**src/hdl/torq_pkg.sv**
```systemverilog
// types and constants shared by the timestamp-ordered request queue
// no dependencies
`timescale 1ns / 1ps
`default_nettype none
package torq_pkg;

  localparam int ID_W                = 8;
  localparam int TS_W                = 31;
  localparam int COUNT_W             = 5;
  localparam int DEFAULT_QUEUE_DEPTH = 16;

  localparam logic REQ_INSERT = 1'b0;
  localparam logic REQ_REMOVE = 1'b1;

  typedef struct packed {
    logic [ID_W-1:0] id;
    logic [TS_W-1:0] ts;
  } entry_t;

  // operation broadcast to every cell
  typedef struct packed {
    logic            ins;
    logic            rem;
    logic [ID_W-1:0] id;
    logic [TS_W-1:0] ts;
  } cell_ctrl_t;

  // what one cell shows its neighbors
  typedef struct packed {
    logic   valid;
    entry_t entry;
    logic   keep;
    logic   hit;
  } cell_link_t;

endpackage
`default_nettype wire

```
**src/hdl/timestamp_ordered_request_queue_unit.sv**
```systemverilog
// top level of the timestamp-ordered request queue: chain of torq_cell slots
// plus result register; uses torq_pkg and torq_cell
//
// channel  direction  fields
// in       input      req_type, proc_id, timestamp
// out      output     op_ok, overflow, head_valid, head_id, head_timestamp, entry_count
//
// every cell compares itself to the item at once, so an item updates the
// queue in the cycle it is accepted and its result shows the next cycle
// one item per cycle while out_ready stays high; a held result stalls input
// reset clears every cell's valid bit directly, no clearing pass
`timescale 1ns / 1ps
`default_nettype none
module timestamp_ordered_request_queue_unit #(
  parameter int QUEUE_DEPTH = torq_pkg::DEFAULT_QUEUE_DEPTH
) (
  input  wire                          clk,
  input  wire                          rst,
  input  wire                          in_valid,
  output logic                         in_ready,
  input  wire                          req_type,
  input  wire  [torq_pkg::ID_W-1:0]    proc_id,
  input  wire  [torq_pkg::TS_W-1:0]    timestamp,
  output logic                         out_valid,
  input  wire                          out_ready,
  output logic                         op_ok,
  output logic                         overflow,
  output logic                         head_valid,
  output logic [torq_pkg::ID_W-1:0]    head_id,
  output logic [torq_pkg::TS_W-1:0]    head_timestamp,
  output logic [torq_pkg::COUNT_W-1:0] entry_count
);
  import torq_pkg::*;

  localparam int CW = $clog2(QUEUE_DEPTH + 1);

  cell_link_t             links [QUEUE_DEPTH];
  cell_link_t             left_in [QUEUE_DEPTH];
  cell_link_t             right_in [QUEUE_DEPTH];
  cell_ctrl_t             ctrl;
  logic [QUEUE_DEPTH-1:0] valids;
  logic [CW-1:0]          count;
  logic [CW+COUNT_W-1:0]  count_ext;
  logic                   accept;
  logic                   full;
  logic                   found;
  logic                   is_insert;

  assign in_ready  = !out_valid || out_ready;
  assign accept    = in_valid && in_ready;
  assign is_insert = (req_type == REQ_INSERT);
  assign full      = links[QUEUE_DEPTH-1].valid;
  assign found     = links[QUEUE_DEPTH-1].hit;

  assign ctrl.ins = accept && is_insert && !full;
  assign ctrl.rem = accept && (req_type == REQ_REMOVE) && found;
  assign ctrl.id  = proc_id;
  assign ctrl.ts  = timestamp;

  genvar g;
  generate
    for (g = 0; g < QUEUE_DEPTH; g++) begin : g_cell
      if (g == 0) begin : g_first
        // head slot sees a left neighbor that is always valid and keeps, never a hit
        assign left_in[g] = '{valid: 1'b1, entry: '0, keep: 1'b1, hit: 1'b0};
      end else begin : g_mid
        assign left_in[g] = links[g-1];
      end
      if (g == QUEUE_DEPTH - 1) begin : g_last
        assign right_in[g] = '0;
      end else begin : g_inner
        assign right_in[g] = links[g+1];
      end
      assign valids[g] = links[g].valid;

      torq_cell u_cell (
        .clk   (clk),
        .rst   (rst),
        .ctrl  (ctrl),
        .left  (left_in[g]),
        .right (right_in[g]),
        .link  (links[g])
      );
    end
  endgenerate

  always_ff @(posedge clk) begin
    if (rst) begin
      count     <= '0;
      out_valid <= 1'b0;
    end else begin
      if (ctrl.ins) begin
        count <= count + 1'b1;
      end else if (ctrl.rem) begin
        count <= count - 1'b1;
      end
      if (accept) begin
        out_valid <= 1'b1;
      end else if (out_ready) begin
        out_valid <= 1'b0;
      end
    end
  end

  always_ff @(posedge clk) begin
    if (accept) begin
      op_ok    <= ctrl.ins || ctrl.rem;
      overflow <= is_insert && full;
    end
  end

  // head read straight from the chain, count from its own register; both only move on accept or reset
  assign head_valid     = links[0].valid;
  assign head_id        = links[0].valid ? links[0].entry.id : '0;
  assign head_timestamp = links[0].valid ? links[0].entry.ts : '0;
  assign count_ext      = {{COUNT_W{1'b0}}, count};
  assign entry_count    = count_ext[COUNT_W-1:0];

  a_count_matches: assert property (@(posedge clk) disable iff (rst)
    $countones(valids) == int'(count))
    else $error("entry count differs from occupied slots");

  a_packed_at_head: assert property (@(posedge clk) disable iff (rst)
    (valids & (valids + 1'b1)) == '0)
    else $error("occupied slots not contiguous from head");

  a_overflow_only_full: assert property (@(posedge clk) disable iff (rst)
    (out_valid && overflow) |-> (!op_ok && int'(count) == QUEUE_DEPTH))
    else $error("overflow flagged with room left");

  a_insert_grows: assert property (@(posedge clk) disable iff (rst)
    ctrl.ins |=> (int'(count) == int'($past(count)) + 1))
    else $error("insert did not add an entry");

endmodule
`default_nettype wire

```
**src/hdl/torq_cell.sv**
```systemverilog
// one slot of the sorted queue chain: holds an entry, compares it to the
// broadcast item and shifts toward or away from the head; uses torq_pkg
`timescale 1ns / 1ps
`default_nettype none
module torq_cell (
  input  wire                     clk,
  input  wire                     rst,
  input  torq_pkg::cell_ctrl_t    ctrl,
  input  torq_pkg::cell_link_t    left,
  input  torq_pkg::cell_link_t    right,
  output torq_pkg::cell_link_t    link
);
  import torq_pkg::*;

  logic   valid;
  entry_t entry;
  logic   lt;
  logic   keep;
  logic   hit;

  // stored entry orders strictly before the new one
  assign lt   = (entry.ts < ctrl.ts) || ((entry.ts == ctrl.ts) && (entry.id < ctrl.id));
  assign keep = valid && lt;
  assign hit  = left.hit || (valid && (entry.id == ctrl.id));

  always_ff @(posedge clk) begin
    if (rst) begin
      valid <= 1'b0;
    end else if (ctrl.ins) begin
      valid <= valid || left.valid;
    end else if (ctrl.rem && hit) begin
      valid <= right.valid;
    end
  end

  always_ff @(posedge clk) begin
    if (ctrl.ins && !keep) begin
      if (left.keep) begin
        entry.id <= ctrl.id;
        entry.ts <= ctrl.ts;
      end else begin
        entry <= left.entry;
      end
    end else if (ctrl.rem && hit) begin
      entry <= right.entry;
    end
  end

  assign link.valid = valid;
  assign link.entry = entry;
  assign link.keep  = keep;
  assign link.hit   = hit;

endmodule
`default_nettype wire
```
**config.mk**
```make
export PLATFORM = sky130hd
export DESIGN_NAME = timestamp_ordered_request_queue_unit
export DESIGN_NICKNAME = d
export VERILOG_FILES = /design/src/hdl/torq_pkg.sv /design/src/hdl/timestamp_ordered_request_queue_unit.sv /design/src/hdl/torq_cell.sv
export SDC_FILE = /design/constraint.sdc
export NUM_CORES = 2
export LEC_CHECK = 0
export BUFFER_PORTS_ARGS = -buffer_cell sky130_fd_sc_hd__buf_2
export CORE_ASPECT_RATIO = 0.75
export CORE_MARGIN = 5
export CORE_UTILIZATION = 55
export DETAILED_ROUTE_END_ITERATION = 8
export GPL_TIMING_DRIVEN = 0
export PLACE_DENSITY = 0.67
export SLEW_MARGIN = 20
export SYNTH_ARGS = -nofsm -noshare
export SYNTH_HDL_FRONTEND = slang
export SYNTH_SLANG_ARGS = --single-unit
```
**constraint.sdc**
```tcl
create_clock -name clk -period 8 [get_ports clk]
set_clock_uncertainty 0.2 [all_clocks]
set_input_delay 0.8 -clock clk [delete_from_list [all_inputs] [get_ports clk]]
set_output_delay 0.8 -clock clk [all_outputs]
set_load 0.02 [all_outputs]
```
After elaboration in Yosys (flattened, before gate mapping)
Index checks and enable logic that the tools add are counted.
- register bits after elaboration: 648
- input port bits: 44
- output and inout bits: 49
- add/sub/neg operators: 2
- magnitude comparators: 32
- eq/ne operators: 32
- muxes and demuxes: 85
- bitwise gates (word level): 1
- reduce and logical (&&, ||, !) cells: 186
- operator list (kind ; number):
    two-way mux 39 bit ; 47
    == test 31 bit ; 16
    < comparator 31 bit ; 16
    == test 8 bit ; 16
    < comparator 8 bit ; 16
    logical AND 1 bit ; 86
    nonzero test 2 bit ; 34
    logical OR 1 bit ; 48
    two-way mux 1 bit ; 34
    two-way mux 31 bit ; 1
    logical NOT 1 bit ; 18
    two-way mux 5 bit ; 2
    two-way mux 8 bit ; 1
    adder 5 x 1 -> 5 bit (second input constant) ; 1
    subtractor 5 x 1 -> 5 bit (second input constant) ; 1
    NOT 1 bit ; 1

Depth between registers and ports, before layout
- depth in word-level cells: 21
- depth in mapped cells: 14
- depth with buffers taken out: 10

By module
From an unflattened synthesis, not the netlist that was laid out.
- cells, all modules: 4555
- area total of the unflattened synthesis: 55617.1 µm²
- by module, submodules not included (module ; times used ; cells each ; area an instance (µm²) ; sequential area each (µm²)):
    torq_cell at g_cell[0].u_cell ... ; 15 ; 279 ; 3433.3 ; 1191.1
    torq_cell at g_cell[14].u_cell ; 1 ; 279 ; 3400.8 ; 1191.1
    timestamp_ordered_request_queue_unit ; 1 ; 91 ; 716.9 ; 180.2

Worst setup path before layout
OpenSTA, ideal clock, no wires.
- kind: input port to flip-flop
- from: input timestamp[13] in the netlist's numbering
- to: register g_cell[3].u_cell.entry (netlist bit g_cell[3].u_cell.link[10]) (enable)
- setup time: 489 ps
- arrival time: 5818 ps
- slack: 1493 ps
- cell stages on the path: 11
- cells stage by stage: inv_1 ha_1 nand4_1 or3_4 a2111o_1 a41oi_1 a2111oi_1 or2_1 buf_6 buf_12 o21ai_0
- longest elaborated chain between the ends: 7
- RTL lines (item ; RTL line ; source):
    from (decl) ; timestamp_ordered_request_queue_unit.sv:23 ; input wire [torq_pkg::TS_W-1:0] timestamp,
    branches (longest 2 deep; another with < comparator 31 bit) ; -- ;
    logical OR 1 bit * ; torq_cell.sv:22 ; assign lt = (entry.ts < ctrl.ts) || ((entry.ts == ctrl.ts) && (entry.id < ctrl.id));
    logical AND 1 bit * ; torq_cell.sv:23 ; assign keep = valid && lt;
    logical NOT 1 bit * ; torq_cell.sv:37 ; if (ctrl.ins && !keep) begin
    logical AND 1 bit * ; torq_cell.sv:37 ;
    nonzero test 2 bit (no source line) * ; -- ;
    to (signal assigned) ; torq_cell.sv:42 ; entry <= left.entry;
    to (signal assigned) ; torq_cell.sv:45 ; entry <= right.entry;
    to (decl) ; torq_cell.sv:16 ; entry_t entry;
Mark *: on every way between the ends.
A chain may end at the register's enable or synchronous reset.

Worst setup path after layout
- from: input proc_id[5] in the netlist's numbering
- to: register g_cell[6].u_cell.entry (netlist bit g_cell[6].u_cell.link[26]) (enable)
- longest elaborated chain between the ends: 20
- RTL lines (item ; RTL line ; source):
    from (decl) ; timestamp_ordered_request_queue_unit.sv:22 ; input wire [torq_pkg::ID_W-1:0] proc_id,
    == test 8 bit ; torq_cell.sv:24 ; assign hit = left.hit || (valid && (entry.id == ctrl.id));
    logical AND 1 bit ; torq_cell.sv:24 ;
    logical OR 1 bit (15 in series) ; torq_cell.sv:24 ;
    logical AND 1 bit ; timestamp_ordered_request_queue_unit.sv:56 ; assign ctrl.rem = accept && (req_type == REQ_REMOVE) && found;
    logical AND 1 bit ; torq_cell.sv:44 ; end else if (ctrl.rem && hit) begin
    nonzero test 2 bit (no source line) * ; -- ;
    to (signal assigned) ; torq_cell.sv:42 ;
    to (signal assigned) ; torq_cell.sv:45 ;
    to (decl) ; torq_cell.sv:16 ;
Mark *: on every way between the ends. The rest lies on a longest branch, timed or not.

==> impl_metrics.toml <==
[global_route]
antenna_found_initial = 1
overflow = 0
grt_first_pass_wirelength_um = 215000
grt_max_degree = 40
track_usage_pct = 31.6
grt_pass1_vias = 35200

[worst_hold_path]
hp-class = "in -> reg"

[sta]
slew_headroom_pct = 14.4
tightest_slew_ns = 1.27
hold_viol_final = 0
rsz0062_at_grt = "no"
fmax_mhz = 168
setup_viol = 0
slew_viol_final = 0
fin_crit_sh_pct = 74.5
period_minus_slack_ns = 5.96

[placed_design]
place_congestion = 0.944
placed_cells = 5803
place_hpwl_um = 119000
portBuffers = 84

[flow_run]
cap_violations = 0

[finish]
final_cell_mix = "a21oi_1 (782), edfxtp_1 (626), ha_1 (588), nor2_1 (554), mux2i_1 (467)"
final_nets = 5394
post-route-util_pct = 61.1
stdcell_count = 5932
areaGrowthSynthToFinish_pct = 10.0
diodes = 0
final_common_cell = "a21oi_1"
drive_gt1_share_pct = 7.25

[route]
vias = 37000
routed_via_density = 6.24
ant_nets = 0
wl_um = 144000
drc = 0
drt-wirelength-per-cell_um = 24.3
drt_iter0_drc = 4166
first_pass_iters = 6

[cts]
cts_hold_buf = 0
cts_max_level = 3
clk_pin_slew_ns = 0.07
numCtsBuffers = 72
cts_tree = "yes"
clockBufferDepth = 3
root_buffer = "clkbuf_16"
cts_resized = 0
cts.sinks = 648
cts_setup_buffers = 0
clkLatencyLatePin_ns = 0.64

[floorplanning]
die_w_um = 343
start_util_pct = 55.5
die_area_sq_mm = 0.0892
die_h_um = 260
coreArea_sq_mm = 0.0824
rows = 91
io_pins = 93

[synthesis]
muxShareOfSynthArea_pct = 11.1
yosysWarningCount = 0
synth_edf_count = 626
syn_area_per_cell_sq_um = 9.98
yosys.area_share.simple_pct = 12.2
synth_compound_area_share_pct = 14.9
synth_cells = 4588
yosys.area_share.adder_pct = 16.1
yosysTopAreaCellShare_pct = 41.1
synth_flop_cell = "edfxtp_1"
syn_nets = 5221
yosysTopAreaCell = "edfxtp_1"
ys_top_cells_by_area = "edfxtp_1 (41%), ha_1 (16%), mux2i_1 (10%), a21oi_1 (8.5%), nor2_1 (4.5%)"
synth-seq-area-share_pct = 42.0
synth_seq_cells = 648
synth_top_family_by_area = "adder cells"
async_flop_share_pct = 0
synthXorXnorAreaFrac_pct = 0.230
syn_area_sq_mm = 0.0458
ys_types = 76

[power]
swShare_pct = 27.7
p_per_area_mw_per_mm2 = 176
p_comb_share_pct = 15.3
p_int_uw = 6420
leakagePower_uw = 0.0207
power_frac_clock_pct = 38.5
switchingPower_uw = 2460
seq_power_share_pct = 46.2
ir_worst_vdd_mv = 0.256

[run_status]
run_status = "finished clean"

[critical_path]
crit_arrival_ns = 6.02
crit_fanout = 39
startpoint_type = "primary input"
critPathKind = "in -> reg"
critical_path_required_ns = 8.06
end_kind = "flip-flop"
[power groups by stage]
stage	Combinational, uW	Clock (uW)	Sequential, uW
4_1_cts	1340	3440	4090
3_3_place_gp	1260	0	4170
3_5_place_dp	1330	0	4160
2_1_floorplan	906	0	4110
6_report	1360	3410	4100
5_1_grt	1520	3580	4110
[metrics by stage]
step / power (uW) / TNS [ns] / instance area [sq um] / worst slack, ns / hold slack, ns
after floorplan: 5010 / 0 / 45800 / 1.49 / 0.283
after global routing: 9220 / 0 / 50400 / 1.90 / 0.222
after detailed placement: 5500 / 0 / 48000 / 1.70 / 0.302
after CTS: 8880 / 0 / 50400 / 2.38 / 0.182
final: 8880 / 0 / 50400 / 2.04 / 0.212
after global placement: 5430 / -100.45 / 47600 / -0.954 / 0.301
[synth_stat cells, types with 6 or more instances]
cell,count
and4_1,15
a21oi_1,782
a211oi_1,33
a221oi_1,9
o221ai_1,9
dfxtp_1,22
clkbuf_1,177
o211ai_1,19
buf_1,13
and2_1,43
inv_1,93
nand3b_1,7
nor3_1,49
and3_1,11
a2111oi_0,10
edfxtp_1,626
nand3_1,61
nand4b_1,10
o31ai_1,7
o21ai_1,48
nor2b_1,38
nor2_1,554
mux2_2,38
or3_1,6
ha_1,588
buf_2,64
o21a_1,26
nor4_1,12
o21ai_0,214
or4_1,6
xor2_1,7
nand4_1,91
nand2_1,287
nand2b_1,26
a21o_1,28
mux2i_1,467
[sequential cells by signal (all words and copies together) (netlist names)]
name	count
g_cell.u_cell.link	624
g_cell.u_cell.valid	16
entry_count	5
op_ok	1
out_valid	1
overflow	1
[area by class of cell]
| type | instances | area (sq um) |
|---|---|---|
| well taps | 1116 | 1400 |
| clock inverters | 26 | 251 |
| flip-flops and latches | 648 | 19200 |
| inverters | 93 | 349 |
| plain buffers | 269 | 1200 |
| multi-input cells | 3578 | 25100 |
| repair buffers | 99 | 743 |
| fillers | 7196 | 32100 |
| clock buffers | 103 | 2100 |
[path summary, 6_finish.rpt]
kind	cells past startpoint	to	slack (ns)	start
setup / recovery	10	g_cell[6].u_cell.link[26]$_DFFE_PP_	2.04	proc_id[5]
hold reg to reg	2	entry_count[2]$_SDFFE_PP0P_	0.32	entry_count[2]$_SDFFE_PP0P_
hold / removal	3	out_valid$_SDFFE_PP0P_	0.21	in_valid
setup reg to reg	9	g_cell[2].u_cell.link[25]$_DFFE_PP_	3.05	g_cell[2].u_cell.link[30]$_DFFE_PP_
[worst max-delay path: stages]
cell and delay [ns]:
clkbuf_1 0.57, inv_1 0.66, ha_1 0.51, nand4_1 0.14
nor3_1 0.07, nor3_1 0.81, nand4_1 0.48, o31ai_2 1.09
nor2_1 0.15, or2_2 0.67
[logic make-up (layout without fill, tap and decap cells)]
logic type / Yosys count / after routing
AOI/OAI and AO/OA: 1240 / 1240
xor gates and xnor gates: 12 / 12
adders and majority gates: 589 / 589
buffers and inverters: 362 / 590
DFF: 648 / 648
muxes: 505 / 505
and+or+nand+nor: 1232 / 1232
[routing by layer]
| layer | wire length (um) | track usage [%] | share of wire [%] |
|---|---|---|---|
| met1 | 63600 | 46.2 | 44 |
| met2 | 60900 | 47.2 | 42 |
| met3 | 13300 | 4.80 | 9.2 |
| met4 | 6390 | 12.8 | 4.4 |
| met5 | 10 | 0 | 0.0069 |
Note: power is estimated with default switching activity, not from simulation.
